File: config.mk
export PLATFORM = sky130hd
export DESIGN_NAME = srtp_ram
export DESIGN_NICKNAME = d
export VERILOG_FILES = /design/src/hw/rtl/srtp_ram.sv
export SDC_FILE = /design/constraint.sdc
export NUM_CORES = 2
export LEC_CHECK = 0
export BUFFER_PORTS_ARGS = -buffer_cell sky130_fd_sc_hd__buf_2
export CAP_MARGIN = 20
export CORE_ASPECT_RATIO = 2
export CORE_MARGIN = 3
export CORE_UTILIZATION = 40
export CTS_CLUSTER_SIZE = 10
export DETAILED_ROUTE_END_ITERATION = 7
export MAX_ROUTING_LAYER = met4
export PLACE_DENSITY_LB_ADDON = 0.25
export SLEW_MARGIN = 30
export SYNTH_ARGS = -nofsm -noshare
export SYNTH_HDL_FRONTEND = slang
export SYNTH_SLANG_ARGS = --single-unit
File: constraint.sdc
create_clock -name clk -period 4.6 [get_ports clk]
set_clock_uncertainty 0.05 [all_clocks]
set_input_delay 0.23 -clock clk [delete_from_list [all_inputs] [get_ports clk]]
set_output_delay 0.23 -clock clk [all_outputs]
set_load 0.1 [all_outputs]
File: src/hw/rtl/srtp_ram.sv
// ----------------------------------------------------------------------------
// Sound RAM transfer port: generic RAM
// One write port, one read port, registered read data.
// ----------------------------------------------------------------------------
module srtp_ram #(
	parameter int DEPTH = 256,
	parameter int WIDTH = 16
) (
	input  logic                     clk,
	input  logic                     we,
	input  logic [$clog2(DEPTH)-1:0] waddr,
	input  logic [WIDTH-1:0]         wdata,
	input  logic                     re,
	input  logic [$clog2(DEPTH)-1:0] raddr,
	output logic [WIDTH-1:0]         rdata
);

	logic [WIDTH-1:0] mem [DEPTH];

	always_ff @(posedge clk) begin
		if (we) begin
			mem[waddr] <= wdata;
		end
		if (re) begin
			rdata <= mem[raddr];
		end
	end

endmodule

Word-level counts from Yosys, hierarchy flattened
Memories as Yosys holds them, arrays and structs flattened. A register that Yosys moved wholly into a read port is not among the register bits. Cells that the tools add are included. Widths: inputs -> output; s select.

Flip-flop bits (word level): 0. Latch bits: 0. RAM bits: 4096. ROM bits: 0. Bits of input ports: 35. Output and inout bits: 16. Logic and storage cells: 3. Memories: 1.

Memory list: mem (words 256, width 16, rd ports 1, clocked after memory_dff 1, wr ports 1, RTL line 18) `logic [WIDTH-1:0] mem [DEPTH];`.

$add $sub $neg: 0. Multiply operators: 0. Div/mod/pow operators: 0. Magnitude comparators: 0. Equal/unequal tests: 0. Shifts and indexed selects: 0. Muxes and demuxes: 2. Bitwise operators: 0. Reductions and logical operators: 0.

Operator list (number): $mux 1 (2).

Longest topological paths before layout
Word-level depth: 2. Mapped depth: 12. Depth with buffers taken out: 6.

Worst setup path before layout
OpenSTA, ideal clock, no wires.

Kind: input port to flip-flop. Start: in raddr[0]. End: reg rdata[4] (read register of mem) (data pin). Setup time: 265 ps. Arrival time: 2214 ps. Data required time: 4285 ps. Setup slack: 2071 ps. Stages on the path: 8. Path buffers: 3. Path through: buf_6 > buf_6 > buf_2 > mux4_2 > mux4_2 > a22o_1 > o32ai_2 > nor4_2.

RTL lines: from (decl) (RTL line 14) `input logic [$clog2(DEPTH)-1:0] raddr,`; to (decl) (RTL line 15) `output logic [WIDTH-1:0] rdata`.

==> flow_summary.toml <==
[clock_network]
cts_setup_buffers = 0
cts_tree = "yes"
ctsHtreeMaxLevel = 5
numClockSinks = 4112
tritoncts.num_buffers = 453
cts_root_buf = "sky130_fd_sc_hd__clkbuf_16"
clock_pin_transition_on_the_worst_setup_and_hold_timing_paths_ps = 60
worstSkewPairLatency_ps = 950
cts_buffer_depth = 4
cts.repair.resized = 0

[sta]
maxClockFrequency_mhz = 303
finalSetupViolations = 0
finalMaxSlewViolations = 0
max_slew.worst_pin.slew_ps = 1150
final_period_minus_worst_setup_slack_ps = 3300
worst_slew_margin_rel = 0.234
setup_slack_ps = 1300
final.hold.worst_slack_ps = 93.8
finalCritPeriodShare = 0.717
timing_hold_violations_final = 0
grt_setup_unrepaired = "false"
tns_ps = 0

[floorplanning]
die_width_um = 452
floorplan.initialDensity = 0.402
core_area_sq_um = 395000
ioPinCount = 51
die_h_um = 897
core.rowCount = 326
die_area_sq_um = 405000

[placed_design]
detailedPlace.worstSlack_ps = 419
gp_congestion = 0.918
dp.final_hpwl_um = 290000
port_buffers = 50

[worst_setup_path]
crit_path_start_kind = "input port"
critPathCaptureType = "flip-flop"
worstSetupStartpoint = "raddr[1]"
required_ps = 5260
regToRegSetupSlack_ps = 1530
critPathArrivalTime_ps = 3960
worst_reg_to_reg_cells = 6
worst_r2r_endpoint = "rdata[13]"
critPathKind = "input port to flip-flop"
crit-reg2reg-launch = "mem[8][13]"
critical_path.max_fanout = 54

[global_routing]
largest_net_degree_at_the_start_of_global_routing = 160
global_route.usage.met2 = 0.408
global_route.usage.met3 = 0.0285
grt_first_pass_wirelength_um = 643000
global_route.usage.met1 = 0.257
first_global_vias = 81900
grt_most_used_layer = "met2"
initial_antenna_violation_count = 26
globalRouteTotalUtil = 0.230
grt_overflow_total = 0

[final_layout]
drive_above_1_share = 0.268
nNetsFinal = 8048
syn_to_final_growth_pct = 13.9

[synth]
synth_async_sr_flop_share = 0
avgSynthCellArea_sq_um = 21.6
synth.yosys.warnings = 0
synth_seq_area_share = 0.777
yosys_register_bits = 4112
netlist_area_pre_place_sq_um = 159000
syn-instance-count = 7360
synth-edff-count = 4112
synth-main-ff-cell = "sky130_fd_sc_hd__edfxtp_1"
synthDistinctLibCells = 51
synth_nets = 7395

[route]
detailedRoute.firstPassIterationCount = 7
count_of_nets_left_with_antenna_violations_after_detail_routing = 0
routed-via-count = 78900
post-route-drc-count = 0
avgViaCountPerCell = 5.94
drt-initial-drc-count = 8305
wl_um = 458000
wire_per_inst_um = 34.4

[min_path]
worstHoldStart = "waddr[5]"
min-delay-path-class = "input port to flip-flop"
worst_hold_endpoint = "mem[249][14]"
worstHoldPathCells = 4

[flow_run]
maxCapViolCount = 0

[pwr]
power_per_cell_area_nw_per_um2 = 422
vdd.ir_drop.worst_v = 0.000324
static-leakage-power_uw = 0.0570

[run_status]
run_status = "completed"
-- flip-flops by register name, indices dropped and copies added, names as in the netlist --
register  cells
rdata        16
mem        4096
-- metrics by stage --
step           cells  power, uW   util  area, sq um
6_report       13300      76400  0.458       181000
5_1_grt        13300      78400  0.458       181000
4_1_cts        13300      77000  0.458       181000
3_5_place_dp   12800      46400  0.428       169000
3_3_place_gp   12800      46300  0.428       169000
2_1_floorplan   7360      44300      -       159000
-- how the worst max path moves through the flow --
stage	depth (start not counted)	end
floorplan	8	rdata[4]
finish	9	rdata[7]
global route	10	rdata[3]
CTS	10	rdata[3]
global placement	9	rdata[5]
detailed placement	10	rdata[3]
-- routing by layer --
layer	wire length [um]	vias up
met5	0	-
met2	247000	2988
met1	159000	42900
li1	-	32200
met4	26200	0
met3	24700	780
-- layout make-up --
cell class | instances | area (sq um)
Timing Repair Buffer | 650 | 5940
Inverter | 4 | 27.5
Multi-Input combinational cell | 2792 | 33300
Tap cell | 5248 | 6570
Antenna cell | 22 | 55.1
Fill cell | 33000 | 214000
Clock buffer | 460 | 11500
Sequential cell | 4112 | 123000
Clock inverter | 11 | 140
-- where the power goes --
| part | switching (uW) | internal, uW |
|---|---|---|
| Sequential | 54.4 | 41400 |
| Combinational | 2800 | 1400 |
| Clock | 13400 | 17400 |
| Total | 16300 | 60100 |
-- cells by family after synthesis --
logic type	synth area share
AO/OA/AOI/OAI	0.0353
buffers and inverters	0.0169
flip-flops	0.777
multiplexers	0.155
AND/OR/NAND/NOR	0.0157
-- cell usage in the layout, fill, tap and decap left out, drive strengths merged, types with 21 or more instances in the layout --
cell type,instances
buf,628
nand2,38
mux4,797
mux2i,565
nor2,304
nor3,92
o32ai,21
nand4,26
o21ai,38
diode,22
a22oi,43
nand3,35
o22ai,148
a21oi,175
dlygate4sd3,21
o221ai,253
a221oi,28
mux2,88
a22o,32
clkbuf,461
edfxtp,4112
-- synth_stat cells (2+ instances only) --
cell type	instances	area share
sky130_fd_sc_hd__a2111oi_0	6	0.00033
sky130_fd_sc_hd__a211oi_1	18	0.00085
sky130_fd_sc_hd__a21o_1	2	0.000094
sky130_fd_sc_hd__a21oi_1	175	0.0055
sky130_fd_sc_hd__a221oi_1	28	0.0015
sky130_fd_sc_hd__a22o_1	32	0.0018
sky130_fd_sc_hd__a22oi_1	43	0.0020
sky130_fd_sc_hd__a31oi_1	6	0.00024
sky130_fd_sc_hd__and3_1	11	0.00043
sky130_fd_sc_hd__and4_1	2	0.00011
sky130_fd_sc_hd__buf_1	27	0.00064
sky130_fd_sc_hd__buf_12	5	0.00063
sky130_fd_sc_hd__buf_2	76	0.0024
sky130_fd_sc_hd__buf_4	26	0.0012
sky130_fd_sc_hd__buf_6	77	0.0055
sky130_fd_sc_hd__buf_8	11	0.0010
sky130_fd_sc_hd__clkbuf_1	230	0.0054
sky130_fd_sc_hd__edfxtp_1	4112	0.78
sky130_fd_sc_hd__inv_1	3	0.000071
sky130_fd_sc_hd__mux2_2	88	0.0062
sky130_fd_sc_hd__mux2i_1	565	0.036
sky130_fd_sc_hd__mux4_2	797	0.11
sky130_fd_sc_hd__nand2_1	38	0.00090
sky130_fd_sc_hd__nand2b_1	3	0.00012
sky130_fd_sc_hd__nand3_1	35	0.0011
sky130_fd_sc_hd__nand4_1	26	0.0010
sky130_fd_sc_hd__nand4b_1	3	0.00017
sky130_fd_sc_hd__nor2_1	304	0.0072
sky130_fd_sc_hd__nor2b_1	9	0.00035
sky130_fd_sc_hd__nor3_1	92	0.0029
sky130_fd_sc_hd__nor4_1	17	0.00067
sky130_fd_sc_hd__nor4bb_1	2	0.00013
sky130_fd_sc_hd__o21ai_0	37	0.0012
sky130_fd_sc_hd__o221ai_1	252	0.014
sky130_fd_sc_hd__o22ai_1	148	0.0058
sky130_fd_sc_hd__o31ai_1	16	0.00076
sky130_fd_sc_hd__o32ai_1	20	0.0011
sky130_fd_sc_hd__or2_2	4	0.00016
sky130_fd_sc_hd__or3_1	2	0.000079
-- repair_timing --
action,CTS,global route
endpoints found under the setup margin,0,0
hold buffers,21,0
endpoints found under the hold margin,1450,0
-- critical path: stages --
cell and delay [ps]:
sky130_fd_sc_hd__buf_8 200, sky130_fd_sc_hd__or2_4 530, sky130_fd_sc_hd__buf_12 240, sky130_fd_sc_hd__buf_4 320
sky130_fd_sc_hd__o22ai_1 280, sky130_fd_sc_hd__mux2i_1 140, sky130_fd_sc_hd__a22oi_1 810, sky130_fd_sc_hd__nand4_1 510
sky130_fd_sc_hd__nor4_1 430
Power figures use the tool's default switching activity.
