--- src/hw/rtl/srtp_pkg.sv ---
// ----------------------------------------------------------------------------
// Sound RAM transfer port: package
// Opcodes, register indexes, sizes and the pointer control bundle.
// ----------------------------------------------------------------------------
package srtp_pkg;

	localparam int RAM_HALFWORDS = 262144;
	localparam int REG_HALFWORDS = 256;
	localparam int RAM_AW        = $clog2(RAM_HALFWORDS);
	localparam int REG_AW        = $clog2(REG_HALFWORDS);
	localparam int PTR_W         = 18;
	localparam int DATA_W        = 16;

	localparam logic [7:0] IDX_XFER_ADDR = 8'd211;
	localparam logic [7:0] IDX_DATA_PORT = 8'd212;

	typedef enum logic [1:0] {
		OP_REG_WRITE = 2'd0,
		OP_REG_READ  = 2'd1,
		OP_DMA_WRITE = 2'd2,
		OP_DMA_READ  = 2'd3
	} op_t;

	typedef struct packed {
		logic              load;
		logic              adv;
		logic [DATA_W-1:0] value;
	} ptr_ctl_t;

endpackage

--- src/hw/rtl/srtp_ptr.sv ---
// ----------------------------------------------------------------------------
// Sound RAM transfer port: transfer pointer
// Halfword pointer with load, advance and wrap; supplies the RAM slot.
// ----------------------------------------------------------------------------
module srtp_ptr (
	input  logic                             clk,
	input  logic                             arst_n,
	input  srtp_pkg::ptr_ctl_t               ctl,
	output logic [srtp_pkg::RAM_AW-1:0]      slot,
	output logic [srtp_pkg::DATA_W-1:0]      ptr_word
);

	import srtp_pkg::*;

	localparam logic [PTR_W:0] RAM_END = (PTR_W+1)'(RAM_HALFWORDS);
	localparam bit             POW2    = (RAM_HALFWORDS == (1 << RAM_AW));

	logic [PTR_W-1:0] ptr_q;
	logic [PTR_W-1:0] inc;

	assign inc      = ptr_q + PTR_W'(1);
	assign ptr_word = ptr_q[PTR_W-1:2];

	generate
		if (POW2) begin : g_mask
			assign slot = ptr_q[RAM_AW-1:0];
		end else begin : g_mod
			assign slot = RAM_AW'(ptr_q % PTR_W'(RAM_HALFWORDS));
		end
	endgenerate

	always_ff @(posedge clk or negedge arst_n) begin
		if (!arst_n) begin
			ptr_q <= '0;
		end else if (ctl.load) begin
			ptr_q <= {ctl.value, 2'b00};
		end else if (ctl.adv) begin
			ptr_q <= ({1'b0, inc} >= RAM_END) ? '0 : inc;
		end
	end

endmodule

--- config.mk ---
export PLATFORM = sky130hd
export DESIGN_NAME = srtp_ptr
export DESIGN_NICKNAME = d
export VERILOG_FILES = /design/src/hw/rtl/srtp_pkg.sv /design/src/hw/rtl/srtp_ptr.sv
export SDC_FILE = /design/constraint.sdc
export NUM_CORES = 1
export LEC_CHECK = 0
export BUFFER_PORTS_ARGS = -buffer_cell sky130_fd_sc_hd__buf_2
export CORE_MARGIN = 2
export CORE_UTILIZATION = 49
export DETAILED_ROUTE_END_ITERATION = 12
export GPL_TIMING_DRIVEN = 0
export HOLD_SLACK_MARGIN = 0.12
export PLACE_DENSITY = 0.9
export SLEW_MARGIN = 5
export SYNTH_ARGS = -nofsm -noshare
export SYNTH_HDL_FRONTEND = slang
export SYNTH_SLANG_ARGS = --single-unit
--- constraint.sdc ---
create_clock -name clk -period 3 [get_ports clk]
set_input_delay 0.15 -clock clk [delete_from_list [all_inputs] [get_ports clk]]
set_output_delay 0.15 -clock clk [all_outputs]
set_load 0.1 [all_outputs]
=== After elaboration in Yosys (flattened, before gate mapping) ===
Cells that the tools add are included.

* Bits in registers: 18
* Bits of input ports: 20
* Output and inout port bits: 34

* Mux-type cells: 2
* Add/sub/neg operators: 1
* Reduce and logical (&&, ||, !) cells: 1

{| class="wikitable"
|+ Operators with widths
! operator !! count
|-
| two-way mux 18 bit || 2
|-
| adder 18 x 1 -> 18 bit (second input constant) || 1
|-
| nonzero test 2 bit || 1
|}

=== Longest topological paths before layout ===
* Depth in word-level cells: 3
* Depth in mapped cells: 5
* Depth with buffers taken out: 5

=== Worst setup path before layout ===
Ideal clock, no wire load.

* Path kind: register -> register
* Start point: reg ptr_q[0], in the netlist slot[0]
* End point: reg ptr_q[14], in the netlist slot[14]
* Buffers on the path: 0
* Stages on the path, launching flop included: 6
* Clock period less this slack: 2306 ps
* Required time: 2874 ps
* Arrival time: 2180 ps
* Setup slack: 694 ps
* Cell sequence: dfrtp_1 > ha_1 > nand4_2 > nor4_2 > nor3b_1 > a221o_1

* Longest elaborated chain between the ends: 3

{| class="wikitable"
|+ RTL lines
! what !! line !! source
|-
| from (decl) || srtp_ptr.sv:18 || <nowiki>logic [PTR_W-1:0] ptr_q;</nowiki>
|-
| from (signal assigned) || srtp_ptr.sv:36 || <nowiki>ptr_q <= {ctl.value, 2'b00};</nowiki>
|-
| from (signal assigned) || srtp_ptr.sv:38 || <nowiki>ptr_q <= ({1'b0, inc} >= RAM_END) ? '0 : inc;</nowiki>
|-
| adder 18 x 1 -> 18 bit || srtp_ptr.sv:21 || <nowiki>assign inc = ptr_q + PTR_W'(1);</nowiki>
|-
| two-way mux 18 bit || srtp_ptr.sv:37 || <nowiki>end else if (ctl.adv) begin</nowiki>
|-
| two-way mux 18 bit || srtp_ptr.sv:35 || <nowiki>end else if (ctl.load) begin</nowiki>
|}

Every way passes these cells. The select of a mux whose other input is x is not followed.
A chain may end at the register's enable or synchronous reset.

=== Worst setup path in the final report ===
* Start point: reg ptr_q[0], in the netlist slot[0]
* End point: reg ptr_q[16], in the netlist slot[16]

The elaborated chain is that of the path after synthesis.

==> results.toml <==
[sta]
final_hold_viol_count = 0
timing_worst_slew_pin_value_ns = 0.492
finalWorstPathRequiredPeriod_ns = 1.79
rsz0062_at_grt = "no"
report.final.slew_viol_count = 0
post-route-period-util = 0.597
fin_skew_ns = 0.00917
relSlewSlack = 0.674
setup_violations = 0
fin_setup_tns_ns = 0
max_freq_mhz = 558
setup_ws_ns = 1.21

[drt]
drc = 0
first_pass_iters = 4
final_antenna_net_count = 0
wl_per_cell_um = 13.0
drtIter0Drc = 19
wirelength_um = 2950
vias = 1193
viasPerCell = 5.28

[worst_setup_path]
path_class = "flop to flop"
rrSetupSlack_ns = 1.21
rr_worst_depth = 5
worst_r2r_endpoint = "slot[16]"
crit_chain = "ha_1 > nand4_2 > nor4_2 > nor3b_1 > a221o_1"
path_delay_family = "simple AND/OR/NAND/NOR gates"
critPathMaxFanout = 7
crit_arrival_ns = 1.99
critPathSlowestCell = "dfrtp_1"
crit_buf_inv = 0
cp_data_required_time_ns = 3.20
r2r_start = "slot[0]"
endpoint_kind = "flop"
start_kind = "flop"
crit_path_max_incr_delay_ns = 0.45

[synthesis]
yosysSeqAreaShare = 0.388
synth_cells = 125
ys_warn_count = 0
syn_area_sq_um = 1160
synth.distinct_cells = 26
synthesis.nets = 146
avgSynthCellArea_sq_um = 9.29
netlist.area_leader.share = 0.388
yosys.area.top_type = "dfrtp_1"
ys_top_cells_by_area = "dfrtp_1 39%, buf_4 10%, xnor2_1 6.8%"
synthSimpleGateAreaFrac = 0.273
synth_top_family_by_area = "simple AND/OR/NAND/NOR gates"
yosys.area_share.adder = 0.0108
synth_compound_area_frac = 0.0862
synth_seq_cells = 18
synthMuxAreaShare = 0.0259
synth_xor_area_frac = 0.0905

[layout]
syn2layout_area_growth_pct = 43.2
multiInputGateArea_sq_um = 564
n_antenna_cell = 0
regArea_sq_um = 450
fin_cells = 226
design_area_sq_um = 1660
drive_above_1_share = 0.399
fillerInstances = 163
largest_reg_flops = 18
final_nets = 220

[placement]
dp_hpwl_um = 2030
gp_congestion = 0.862
post_dp_cell_area_sq_um = 1460
io_buffer_count = 52
dp_cells = 205
dp_slack_ns = 1.25

[power_and_ir_drop]
leakagePower_nw = 0.783
switching_share = 0.539
power_frac_seq = 0.318
vdd.ir_drop.worst_uv = 477
power_frac_clock = 0.163
pwr-share-comb = 0.519
totalPowerFinal_mw = 0.963
p_switching_mw = 0.519
p_per_area_nw_per_um2 = 579
intPower_mw = 0.444

[floorplan]
die_y_um = 52.7
dieWidth_um = 52.7
design.die.area_sq_um = 2780
start_util = 0.520
num_rows = 17
design.core.area_sq_um = 2230
ios = 54

[clocking]
cts_max_level = 1
cts_root_buf = "clkbuf_4"
clkSlewWorstSetupHoldPaths_ns = 0.10
clock_sinks = 18
clockBufferDepth = 2
cts_tree = "built"
cts_buffers = 3
clock_latency_ns = 0.31

[global_route]
antenna_found_initial = 0
grt_pass1_vias = 1167
grt_max_degree = 19
grt-ovfl-total = 0
grt_pass1_wl_um = 4920
grtUsageTotal = 0.246

[worst_hold_path]
hold_start = "ctl[16]"
whs_path_depth = 3
hp-class = "input pin to flop"
hold_end = "slot[0]"

[status]
status = "finished, final reports clean"

[run]
cap_viol_max_count = 0
-- layout by cell type, fill, tap and decap left out --
cell,n
a221o_1,3
a22oi_1,2
and4_2,1
buf_1,1
buf_2,52
buf_4,16
clkbuf_1,4
clkbuf_4,3
clkbuf_8,1
dfrtp_1,18
dlygate4sd3_1,17
ha_1,1
inv_1,2
mux2i_1,3
nand2_1,18
nand3_1,3
nand4_1,5
nand4_2,2
nand4_4,1
nor2_1,7
nor2b_1,2
nor3_1,4
nor3b_1,3
nor4_1,3
nor4_2,2
nor4_4,1
o21ai_0,8
o21ai_1,3
xnor2_1,9
xor2_1,3
-- layout make-up --
type	instances	area share
plain buffers	21	0.0835
clock buffers	4	0.0218
inverters	2	0.00451
multi-input cells	84	0.339
flip-flops and latches	18	0.271
well taps	28	0.0211
repair buffers	69	0.259
-- synthesized netlist by cell type (all sizes together) --
cell type	n
nand2	18
a22oi	2
inv	2
a221o	3
buf	17
mux2i	3
nand4	8
xor2	3
and4	1
ha	1
nor3	4
xnor2	9
nor2b	2
nand3	3
o21ai	11
dfrtp	18
nor4	6
nor2	7
clkbuf	4
nor3b	3
-- kinds of logic (layout without fill, tap and decap cells) --
kind of cell | Yosys count | count (layout)
simple gates | 52 | 52
mux | 3 | 3
fa+ha+maj | 1 | 1
xor+xnor | 12 | 12
flops | 18 | 18
compound gates | 16 | 16
buf+inv | 23 | 96
-- worst max path at each step --
stage	cells past startpoint	slack, ns	to	start
final	5	1.21	slot[16]	slot[0]
after global routing	5	1.05	slot[16]	slot[0]
after CTS	5	1.22	slot[16]	slot[0]
after global placement	5	1.30	slot[16]	slot[0]
after detailed placement	5	1.25	slot[16]	slot[0]
after floorplan	5	0.69	slot[14]	slot[0]
-- what timing repair did --
action,in CTS,in global routing
resized for setup,0,0
buffers inserted,0,0
hold buffers,17,0
hold endpoints to repair,34,0
-- routing by layer --
metal  routed length [um]  GRT usage  vias to the layer above  share of wire
li1                     -          -                      571              -
met3                  171     0.0400                        7          0.058
met1                 1160      0.270                      562           0.39
met5                    0          0                        -              0
met4                   59      0.145                        0          0.020
met2                 1560      0.440                       53           0.53
-- stage by stage --
step / hold WS (ns) / utilization
2_1_floorplan: -0.146 / -
3_3_place_gp: 0.102 / 0.652
3_5_place_dp: 0.106 / 0.652
4_1_cts: 0.197 / 0.745
5_1_grt: 0.221 / 0.745
6_report: 0.199 / 0.745
-- power groups by stage --
| stage | clock network [mW] | registers [mW] | logic, mW |
|---|---|---|---|
| after detailed placement | 0 | 0.310 | 0.482 |
| after floorplan | 0 | 0.473 | 0.241 |
| after global routing | 0.167 | 0.311 | 0.520 |
| final | 0.157 | 0.306 | 0.500 |
| after CTS | 0.157 | 0.305 | 0.500 |
| after global placement | 0 | 0.307 | 0.478 |
-- worst register-to-register path: cells and delay by family (launching register included) --
| kind | cells | cell delay [ns] |
|---|---|---|
| fa+ha+maj | 1 | 0.21 |
| simple gates | 3 | 0.75 |
| compound gates | 1 | 0.26 |
| flops | 1 | 0.45 |
Power figures use the tool's default switching activity.
